--- src/rtl/jpc_pkg.sv ---
`timescale 1ns / 1ps
// ----------------------------------------------------------------------------
// JPEG pixel colour converter package
// Shared constants, colour mode codes, operand bundle and clamp helper.
// ----------------------------------------------------------------------------
package jpc_pkg;

  localparam int FractionBitsDefault = 16;

  // Width of the unclamped YCbCr result: covers -227 .. 480.
  localparam int WideW = 11;

  typedef enum logic [2:0] {
    MODE_GRAY  = 3'd0,
    MODE_RGB   = 3'd1,
    MODE_YCBCR = 3'd2,
    MODE_CMYK  = 3'd3,
    MODE_YCCK  = 3'd4
  } color_mode_e;

  localparam logic CfgColorMode  = 1'b0;
  localparam logic CfgAdobeMarker = 1'b1;

  typedef struct packed {
    logic signed [WideW-1:0] r;
    logic signed [WideW-1:0] g;
    logic signed [WideW-1:0] b;
  } rgb_wide_t;

  // Operands handed from the first stage to the K product stage.
  typedef struct packed {
    logic [7:0] x_r;
    logic [7:0] x_g;
    logic [7:0] x_b;
    logic [7:0] k;
    logic       use_k;
  } oper_t;

  function automatic logic [7:0] clamp8(input logic signed [WideW-1:0] v);
    logic [7:0] res;
    if (v < 0) begin
      res = 8'd0;
    end else if (v > 255) begin
      res = 8'd255;
    end else begin
      res = v[7:0];
    end
    return res;
  endfunction

endpackage

--- src/rtl/jpeg_pixel_color_to_rgb_top.sv ---
`timescale 1ns / 1ps
// ----------------------------------------------------------------------------
// JPEG pixel colour converter
// Converts one decoded grayscale, RGB, YCbCr, CMYK or YCCK pixel to RGB.
// ----------------------------------------------------------------------------
// The block accepts one pixel per clock while in_stall_o is low. Each pixel
// passes three registers: an input register, an operand stage that holds the
// YCbCr multipliers, and a result register after the K product multiplier.
// The outputs are driven straight from the result register. Each stage holds
// one beat and moves on as soon as the next stage has room, so the output
// stall reaches the input only when all stages are full. The colour mode and
// Adobe marker registers should be written only while no pixel is in flight;
// the configuration port always accepts a write.
// ----------------------------------------------------------------------------
module jpeg_pixel_color_to_rgb_top #(
  parameter int FractionBits = jpc_pkg::FractionBitsDefault
) (
  input  logic       clk_i,
  input  logic       rst_ni,
  input  logic       cfg_valid_i,
  output logic       cfg_ready_o,
  input  logic       cfg_index_i,
  input  logic [2:0] cfg_wdata_i,
  input  logic       in_valid_i,
  output logic       in_stall_o,
  input  logic [7:0] comp_a_i,
  input  logic [7:0] comp_b_i,
  input  logic [7:0] comp_c_i,
  input  logic [7:0] comp_d_i,
  output logic       out_valid_o,
  input  logic       out_stall_i,
  output logic [7:0] red_o,
  output logic [7:0] green_o,
  output logic [7:0] blue_o
);

  logic [2:0]     color_mode_q;
  logic           adobe_marker_q;

  logic           in_valid_q;
  logic [7:0]     comp_a_q;
  logic [7:0]     comp_b_q;
  logic [7:0]     comp_c_q;
  logic [7:0]     comp_d_q;

  jpc_pkg::oper_t oper_d;
  jpc_pkg::oper_t oper_q;
  logic           oper_valid_q;

  logic           out_valid_q;
  logic [7:0]     red_q;
  logic [7:0]     green_q;
  logic [7:0]     blue_q;
  logic [7:0]     red_d;
  logic [7:0]     green_d;
  logic [7:0]     blue_d;
  logic [7:0]     q_r;
  logic [7:0]     q_g;
  logic [7:0]     q_b;

  logic           out_ready;
  logic           oper_ready;
  logic           in_ready;

  assign cfg_ready_o = 1'b1;

  always_ff @(posedge clk_i or negedge rst_ni) begin
    if (!rst_ni) begin
      color_mode_q   <= jpc_pkg::MODE_YCBCR;
      adobe_marker_q <= 1'b0;
    end else if (cfg_valid_i) begin
      unique case (cfg_index_i)
        jpc_pkg::CfgColorMode:   color_mode_q   <= cfg_wdata_i;
        jpc_pkg::CfgAdobeMarker: adobe_marker_q <= cfg_wdata_i[0];
        default: ;
      endcase
    end
  end

  // A stage can take a beat when it is empty or its contents move on.
  assign out_ready  = !out_valid_q || !out_stall_i;
  assign oper_ready = !oper_valid_q || out_ready;
  assign in_ready   = !in_valid_q || oper_ready;
  assign in_stall_o = !in_ready;

  always_ff @(posedge clk_i or negedge rst_ni) begin
    if (!rst_ni) begin
      in_valid_q   <= 1'b0;
      oper_valid_q <= 1'b0;
      out_valid_q  <= 1'b0;
    end else begin
      if (in_ready) begin
        in_valid_q <= in_valid_i;
      end
      if (oper_ready) begin
        oper_valid_q <= in_valid_q;
      end
      if (out_ready) begin
        out_valid_q <= oper_valid_q;
      end
    end
  end

  always_ff @(posedge clk_i) begin
    if (in_ready && in_valid_i) begin
      comp_a_q <= comp_a_i;
      comp_b_q <= comp_b_i;
      comp_c_q <= comp_c_i;
      comp_d_q <= comp_d_i;
    end
    if (oper_ready && in_valid_q) begin
      oper_q <= oper_d;
    end
    if (out_ready && oper_valid_q) begin
      red_q   <= red_d;
      green_q <= green_d;
      blue_q  <= blue_d;
    end
  end

  jpc_select #(
    .FractionBits(FractionBits)
  ) u_select (
    .color_mode_i  (color_mode_q),
    .adobe_marker_i(adobe_marker_q),
    .comp_a_i      (comp_a_q),
    .comp_b_i      (comp_b_q),
    .comp_c_i      (comp_c_q),
    .comp_d_i      (comp_d_q),
    .oper_o        (oper_d)
  );

  jpc_kmul u_kmul_r (
    .x_i(oper_q.x_r),
    .k_i(oper_q.k),
    .q_o(q_r)
  );

  jpc_kmul u_kmul_g (
    .x_i(oper_q.x_g),
    .k_i(oper_q.k),
    .q_o(q_g)
  );

  jpc_kmul u_kmul_b (
    .x_i(oper_q.x_b),
    .k_i(oper_q.k),
    .q_o(q_b)
  );

  assign red_d   = oper_q.use_k ? q_r : oper_q.x_r;
  assign green_d = oper_q.use_k ? q_g : oper_q.x_g;
  assign blue_d  = oper_q.use_k ? q_b : oper_q.x_b;

  assign out_valid_o = out_valid_q;
  assign red_o       = red_q;
  assign green_o     = green_q;
  assign blue_o      = blue_q;

endmodule

--- src/rtl/jpc_ycc.sv ---
`timescale 1ns / 1ps
// ----------------------------------------------------------------------------
// JPC YCbCr to RGB
// JFIF equations in fixed point, rounded and floored, without clamping.
// ----------------------------------------------------------------------------
module jpc_ycc #(
  parameter int FractionBits = jpc_pkg::FractionBitsDefault
) (
  input  logic [7:0]        y_i,
  input  logic [7:0]        cb_i,
  input  logic [7:0]        cr_i,
  output jpc_pkg::rgb_wide_t rgb_o
);

  localparam int CoefW = FractionBits + 2;
  localparam int ProdW = CoefW + 9;
  localparam int SumW  = ProdW + 1;
  localparam int W     = jpc_pkg::WideW;

  localparam longint KRcrL = ((64'(1402) << FractionBits) + 500) / 1000;
  localparam longint KGcbL = ((64'(34414) << FractionBits) + 50000) / 100000;
  localparam longint KGcrL = ((64'(71414) << FractionBits) + 50000) / 100000;
  localparam longint KBcbL = ((64'(1772) << FractionBits) + 500) / 1000;

  localparam logic signed [ProdW-1:0] KRcr = ProdW'(KRcrL);
  localparam logic signed [ProdW-1:0] KGcb = ProdW'(KGcbL);
  localparam logic signed [ProdW-1:0] KGcr = ProdW'(KGcrL);
  localparam logic signed [ProdW-1:0] KBcb = ProdW'(KBcbL);
  localparam logic signed [SumW-1:0]  Half = SumW'(64'(1) << (FractionBits - 1));

  logic signed [8:0]       u;
  logic signed [8:0]       v;
  logic signed [ProdW-1:0] u_w;
  logic signed [ProdW-1:0] v_w;
  logic signed [ProdW-1:0] p_rcr;
  logic signed [ProdW-1:0] p_gcb;
  logic signed [ProdW-1:0] p_gcr;
  logic signed [ProdW-1:0] p_bcb;
  logic signed [SumW-1:0]  s_r;
  logic signed [SumW-1:0]  s_g;
  logic signed [SumW-1:0]  s_b;
  logic signed [W-1:0]     y_w;

  assign u   = $signed({1'b0, cb_i}) - 9'sd128;
  assign v   = $signed({1'b0, cr_i}) - 9'sd128;
  assign u_w = ProdW'(u);
  assign v_w = ProdW'(v);

  assign p_rcr = KRcr * v_w;
  assign p_gcb = KGcb * u_w;
  assign p_gcr = KGcr * v_w;
  assign p_bcb = KBcb * u_w;

  assign s_r = SumW'(p_rcr) + Half;
  assign s_g = Half - SumW'(p_gcb) - SumW'(p_gcr);
  assign s_b = SumW'(p_bcb) + Half;

  assign y_w = $signed({3'b000, y_i});

  // Taking the bits above the fraction is the floor of the scaled sum.
  assign rgb_o.r = y_w + $signed(s_r[FractionBits+W-1:FractionBits]);
  assign rgb_o.g = y_w + $signed(s_g[FractionBits+W-1:FractionBits]);
  assign rgb_o.b = y_w + $signed(s_b[FractionBits+W-1:FractionBits]);

endmodule

--- src/rtl/jpc_select.sv ---
`timescale 1ns / 1ps
// ----------------------------------------------------------------------------
// JPC operand selection
// Per colour mode, forms the three channel operands and the K factor.
// ----------------------------------------------------------------------------
module jpc_select #(
  parameter int FractionBits = jpc_pkg::FractionBitsDefault
) (
  input  logic [2:0]     color_mode_i,
  input  logic           adobe_marker_i,
  input  logic [7:0]     comp_a_i,
  input  logic [7:0]     comp_b_i,
  input  logic [7:0]     comp_c_i,
  input  logic [7:0]     comp_d_i,
  output jpc_pkg::oper_t oper_o
);

  localparam int W = jpc_pkg::WideW;

  jpc_pkg::rgb_wide_t rgb;
  logic [7:0]         a_c;
  logic [7:0]         b_c;
  logic [7:0]         c_c;
  logic [7:0]         d_c;

  jpc_ycc #(
    .FractionBits(FractionBits)
  ) u_ycc (
    .y_i  (comp_a_i),
    .cb_i (comp_b_i),
    .cr_i (comp_c_i),
    .rgb_o(rgb)
  );

  // Without the Adobe marker, CMYK data arrives non-inverted.
  assign a_c = adobe_marker_i ? comp_a_i : ~comp_a_i;
  assign b_c = adobe_marker_i ? comp_b_i : ~comp_b_i;
  assign c_c = adobe_marker_i ? comp_c_i : ~comp_c_i;
  assign d_c = adobe_marker_i ? comp_d_i : ~comp_d_i;

  always_comb begin
    oper_o = '0;
    unique case (color_mode_i)
      jpc_pkg::MODE_GRAY: begin
        oper_o.x_r = comp_a_i;
        oper_o.x_g = comp_a_i;
        oper_o.x_b = comp_a_i;
      end
      jpc_pkg::MODE_RGB: begin
        oper_o.x_r = comp_a_i;
        oper_o.x_g = comp_b_i;
        oper_o.x_b = comp_c_i;
      end
      jpc_pkg::MODE_YCBCR: begin
        oper_o.x_r = jpc_pkg::clamp8(rgb.r);
        oper_o.x_g = jpc_pkg::clamp8(rgb.g);
        oper_o.x_b = jpc_pkg::clamp8(rgb.b);
      end
      jpc_pkg::MODE_CMYK: begin
        oper_o.x_r   = a_c;
        oper_o.x_g   = b_c;
        oper_o.x_b   = c_c;
        oper_o.k     = d_c;
        oper_o.use_k = 1'b1;
      end
      jpc_pkg::MODE_YCCK: begin
        oper_o.x_r   = jpc_pkg::clamp8(W'(255) - rgb.r);
        oper_o.x_g   = jpc_pkg::clamp8(W'(255) - rgb.g);
        oper_o.x_b   = jpc_pkg::clamp8(W'(255) - rgb.b);
        oper_o.k     = comp_d_i;
        oper_o.use_k = 1'b1;
      end
      default: begin
        oper_o = '0;
      end
    endcase
  end

endmodule

--- src/rtl/jpc_kmul.sv ---
`timescale 1ns / 1ps
// ----------------------------------------------------------------------------
// JPC K product
// Gives floor(x * k / 255) with one 8x8 multiply and a reciprocal fix-up.
// ----------------------------------------------------------------------------
module jpc_kmul (
  input  logic [7:0] x_i,
  input  logic [7:0] k_i,
  output logic [7:0] q_o
);

  logic [15:0] prod;
  logic [16:0] p1;
  logic [16:0] acc;

  assign prod = x_i * k_i;
  // For any 16-bit p, floor(p / 255) equals ((p + 1) + ((p + 1) >> 8)) >> 8.
  assign p1   = {1'b0, prod} + 17'd1;
  assign acc  = p1 + {8'd0, p1[16:8]};
  assign q_o  = acc[15:8];

endmodule
--- config.mk ---
export PLATFORM = sky130hd
export DESIGN_NAME = jpeg_pixel_color_to_rgb_top
export DESIGN_NICKNAME = d
export VERILOG_FILES = /design/src/rtl/jpc_pkg.sv /design/src/rtl/jpeg_pixel_color_to_rgb_top.sv /design/src/rtl/jpc_ycc.sv /design/src/rtl/jpc_select.sv /design/src/rtl/jpc_kmul.sv
export SDC_FILE = /design/constraint.sdc
export NUM_CORES = 1
export LEC_CHECK = 0
export BUFFER_PORTS_ARGS = -buffer_cell sky130_fd_sc_hd__buf_4
export CORE_UTILIZATION = 55
export CTS_BUF_LIST = sky130_fd_sc_hd__clkbuf_16
export DETAILED_ROUTE_END_ITERATION = 8
export PLACE_DENSITY_LB_ADDON = 0.25
export SLEW_MARGIN = 20
export SYNTH_ARGS = -nofsm -noshare
export SYNTH_HDL_FRONTEND = slang
export SYNTH_SLANG_ARGS = --single-unit
--- constraint.sdc ---
create_clock -name clk_i -period 9 [get_ports clk_i]
set_clock_uncertainty 0.1 [all_clocks]
set_input_delay 0 -clock clk_i [delete_from_list [all_inputs] [get_ports clk_i]]
set_output_delay 0 -clock clk_i [all_outputs]
set_load 0.01 [all_outputs]
Word-level counts from Yosys, hierarchy flattened:

Cells that the tools add are included.

* reduce and logical (&&, ||, !) cells: 14
* $add $sub $neg: 18
* bitwise gates (word level): 5
* multiplexer cells: 21
* $lt $le $gt $ge: 12
* eq/ne operators: 4
* $mul: 7

Operators by type and width (count)
* 8-bit two-way mux: 19
* 24-bit case mux with 5 select lines: 1
* 11-bit by 9-bit > comparator with 1-bit output (second input constant): 6
* 11-bit by 1-bit < comparator with 1-bit output (second input constant): 6
* 27-bit by 17-bit adder with 27-bit output (second input constant): 2
* 16-bit by 1-bit adder with 17-bit output (second input constant): 3
* 16-bit by 9-bit adder with 16-bit output: 3
* 8-bit by 8-bit multiplier with 16-bit output: 3
* 9-bit by 11-bit adder with 11-bit output: 3
* 9-bit by 11-bit subtractor with 11-bit output (first input constant): 3
* 8-bit NOT: 4
* 18-bit by 9-bit multiplier with 27-bit output (first input constant): 1
* 26-bit by 26-bit subtractor with 27-bit output: 1
* 17-bit by 9-bit multiplier with 26-bit output (first input constant): 1
* 17-bit by 25-bit subtractor with 26-bit output (first input constant): 1
* 16-bit by 9-bit multiplier with 25-bit output (first input constant): 1
* 15-bit by 9-bit multiplier with 24-bit output (first input constant): 1
* 9-bit case mux with 2 select lines: 1
* 8-bit by 8-bit subtractor with 9-bit output (second input constant): 2
* 3-bit by 2-bit == test with 1-bit output (second input constant): 2
* 1-bit logical NOT: 5
* 2-bit AND reduction: 2
* 3-bit by 1-bit == test with 1-bit output (second input constant): 1
* 3-bit == test (second input constant): 1
* 4 further kinds: 8

* output and inout bits: 27
* bits in registers: 96
* bits of input ports: 41

Longest topological paths before layout:

* word-level depth: 10
* gate-level depth with buffers: 47
* mapped depth without buffers: 46

Hierarchy:

From an unflattened synthesis, not the netlist that was laid out.

* cell total of the unflattened synthesis: 2597
* area, all modules: 24136.9 um^2

Modules (own cells, without submodules)
* jpc_ycc: area each 10467.5 um^2, seq. area each 0.0 um^2, times used 1, cells an instance 1164
* jpc_kmul at u_kmul_b ...: area each 2855.2 um^2, seq. area each 0.0 um^2, times used 2, cells an instance 330
* jpeg_pixel_color_to_rgb_top: area each 3369.5 um^2, seq. area each 2849.0 um^2, times used 1, cells an instance 140
* jpc_kmul at u_kmul_r: area each 2846.5 um^2, seq. area each 0.0 um^2, times used 1, cells an instance 344
* jpc_select: area each 1742.9 um^2, seq. area each 0.0 um^2, times used 1, cells an instance 289

Worst setup path before layout:

No wires, ideal clock.

* path kind: register to register
* from: reg comp_c_q[7]
* to: reg oper_q[17] (netlist name) (data pin)
* data arrival time: 9.321 ns
* stages on the path, launching flop included: 43
* required time: 8.628 ns
* buffers on the path: 2
* setup slack: -0.693 ns
* cell sequence: edfxtp_1 > clkbuf_1 > inv_2 > ha_1 > fa_1 > fa_1 > inv_1 > fa_1 > inv_1 > ha_1 > a21o_1 > a21oi_1 > o21bai_1 > a21oi_1 > xnor2_1 > ha_1 > ha_1 > a21o_1 > [... 7 more ...] > nor2_1 > ha_1 > a21o_1 > a21oi_1 > o21ai_0 > a21oi_1 > o21a_1 > nor2_1 > a2111o_1 > o311ai_0 > a31oi_1 > or2_1 > ha_1 > nand2b_1 > buf_1 > a21oi_1 > o31a_1 > or4b_1

RTL lines
* start, declared: line jpeg_pixel_color_to_rgb_top.sv:43 `logic [7:0] comp_c_q;`
* start signal, assigned: line jpeg_pixel_color_to_rgb_top.sv:108 `comp_c_q <= comp_c_i;`
* end signal, assigned: line jpeg_pixel_color_to_rgb_top.sv:112 `oper_q <= oper_d;`
* end, declared: line jpeg_pixel_color_to_rgb_top.sv:47 `jpc_pkg::oper_t oper_q;`

==> results.md <==
* Largest net degree at the start of global routing at 52
* Die X at 205 µm
* Antenna diodes at 0
* CP Launch Type: flip-flop
* CTS clk-pin slew, worst paths at 80 ps
* Per-cell routed wire length at 17.0 µm
* GP Congestion at 0.929
* Setup ws final at -19.1 ps
* H-tree depth at 3
* Syn nets at 3244
* Max Cap Viol at 0
* Die H at 205 µm
* Initial antenna violation count at 0
* Vias in the first global route at 18500
* Area delta synth->final at 14.3%
* Slew Viols, Final at 0
* I/O pin cnt at 68
* Ys async rst share at 0.0729
* Post-route ant nets at 0
* Initial Utilization at 0.563
* Drt via density at 5.60
* HP Class: primary input to flip-flop
* Commonest cells after routing, fill and taps aside: 457 x ha_1, 413 x inv_1, 213 x fa_1
* Post-synthesis cell area at 0.0226 mm²
* Yosys warns at 0
* Crit-path max FO at 4
* Commonest non-fill, non-tap cell in the layout: ha_1
* Cell mode on critical path: ha_1
* Final Hold Slack at 225 ps
* Drc violations at 0
* Sequential area share after synthesis at 0.126
* IO Port Bufs at 66
* Synth Flop Type: edfxtp_1
* Clock root buffer: clkbuf_16
* Die area at 0.0419 mm²
* Slew margin rel. at 0.358
* Req. time, crit path at 9020 ps
* Fin nets at 3430
* Final hold vios at 0
* CTS tree: yes
* Post-synthesis sequential element count at 96
* Outcome: complete, but fails checks
* Failing checks: negative setup slack
* Avg Cell Area, Syn at 9.03 µm²
* Share of cells above drive strength 1 at 0.132
* Post-Synthesis Cells at 2505
* Reg2reg path depth at 38
* Post-DP Area at 0.0244 mm²
* TritonRoute pass-1 iters at 5
* Slowest-stage cell, CP: fa_1
* Global-route wire length before repair at 89900 µm
* Worst slew pin tran at 963 ps
* DRT Wirelength at 54600 µm
* Vias at 18100
* Final Util at 0.643
* Crit path DAT at 9040 ps
* TritonCTS Sinks at 96
* RSZ-0062 raised after global routing: true
* Endpoint class of the critical path: flip-flop
* Distinct cells, synth at 96
* Critical path class: flip-flop to flip-flop
* Remaining Overflow, GRT at 0
* Period utilization at 1.00
* DR iter-0 viols at 878
* Clk_lat worst skew at 390 ps
* Row count at 73
* Bufs on Longest Clock Path at 2
* Total global-route track usage at 0.270
* Finished layout cell area at 0.0258 mm²
* Hold depth at 2
* CTS buffer count at 9
* Final Critical Period at 9020 ps
* Final setup viols at 1
* Area of the core at 0.0402 mm²
* Fmax at 0.111 GHz
* Post-synth EDFFs at 89
* DP HPWL at 44600 µm
* CP max stage delay at 530 ps
[stage by stage]
stage	std cells	TNS [ps]	setup WS, ps
after floorplan	2505	0	0.0373
after detailed placement	3136	-917	-231
final	3221	-19.1	-19.1
after CTS	3204	0	0.896
after global placement	3136	-0.528	-0.528
after global routing	3221	-2800	-439
[cell usage after synthesis (8+ instances only)]
cell type,number,area [µm²]
nand2b_1,25,156
o21bai_1,18,135
nand3_1,25,125
fa_1,215,4300
and2_1,108,676
o21ai_0,101,505
xor2_1,52,455
a21o_1,41,308
mux2_2,12,135
ha_1,483,6040
a21oi_1,146,731
nor3b_1,8,60.1
xnor2_1,106,928
clkbuf_1,46,173
o22ai_1,9,56.3
edfxtp_1,89,2670
nand4_1,12,75.1
or2_2,15,93.8
a31oi_1,9,56.3
and3_1,8,50.1
a211o_1,11,96.3
nor3_1,33,165
a21boi_0,11,82.6
nor4_1,9,56.3
o21a_1,27,203
nand2_1,179,672
inv_1,417,1570
buf_1,8,30.0
nor2b_1,28,175
nor2_1,117,439
a211oi_1,12,90.1
[layer usage]
metal	track usage	up-vias	part of all wire
met5	0	-	0
met4	0.0970	0	0.031
met3	0.0352	83	0.035
met2	0.489	367	0.52
met1	0.324	8806	0.42
li1	-	8797	-
[cells by family after synthesis]
family,count (synthesis),synth area share
simple gates,598,0.134
fa+ha+maj,699,0.458
other cells,1,0.000166
flops,96,0.126
xor+xnor,160,0.0629
mux,16,0.00774
compound gates,460,0.132
buf+inv,475,0.0794
[critical path, delay by kind of cell, from the launching register on]
family	cells	cell delay (ps)
and+or+nand+nor	11	1910
DFF	1	500
AOI/OAI and AO/OA	11	1950
adders and majority gates	10	3640
xor gates and xnor gates	2	360
buffers and inverters	4	300
[registers in the layout, summed over array words and instances (netlist names)]
| signal | cells |
|---|---|
| adobe_marker_q | 1 |
| blue_o | 8 |
| color_mode_q | 3 |
| comp_a_q | 8 |
| comp_b_q | 8 |
| comp_c_q | 8 |
| comp_d_q | 8 |
| green_o | 8 |
| in_valid_q | 1 |
| oper_q | 33 |
| oper_valid_q | 1 |
| out_valid_o | 1 |
| red_o | 8 |
[worst paths after layout]
path                       slack [ps]               to         from
min in group asynchronous         550  color_mode_q[1]       rst_ni
setup / recovery                  -20       oper_q[18]  comp_c_q[2]
setup reg to reg                  -20       oper_q[18]  comp_c_q[2]
hold reg to reg                   430     oper_valid_q   in_valid_q
max in group asynchronous        7510   adobe_marker_q       rst_ni
hold / removal                    230      comp_b_q[1]  comp_b_i[1]
[area by class of cell]
class,instances,area (µm²)
clock buffer,9,225
clock inverter,7,82.6
fill,3347,14300
tap,525,657
timing repair buffer,232,1880
inverter,418,1580
multi-input combinational,1934,18600
sequential,96,2850
[repair_timing]
action	4_1_cts	5_1_grt
hold buffers	46	0
endpoints found under the hold margin	46	0
resized for setup	14	83
buffers inserted	6	17
pin swaps	23	39
endpoints found under the setup margin	14	24
Power is not shown: default switching activity piles up to over one toggle a cycle in this logic, so the estimate is an artifact.
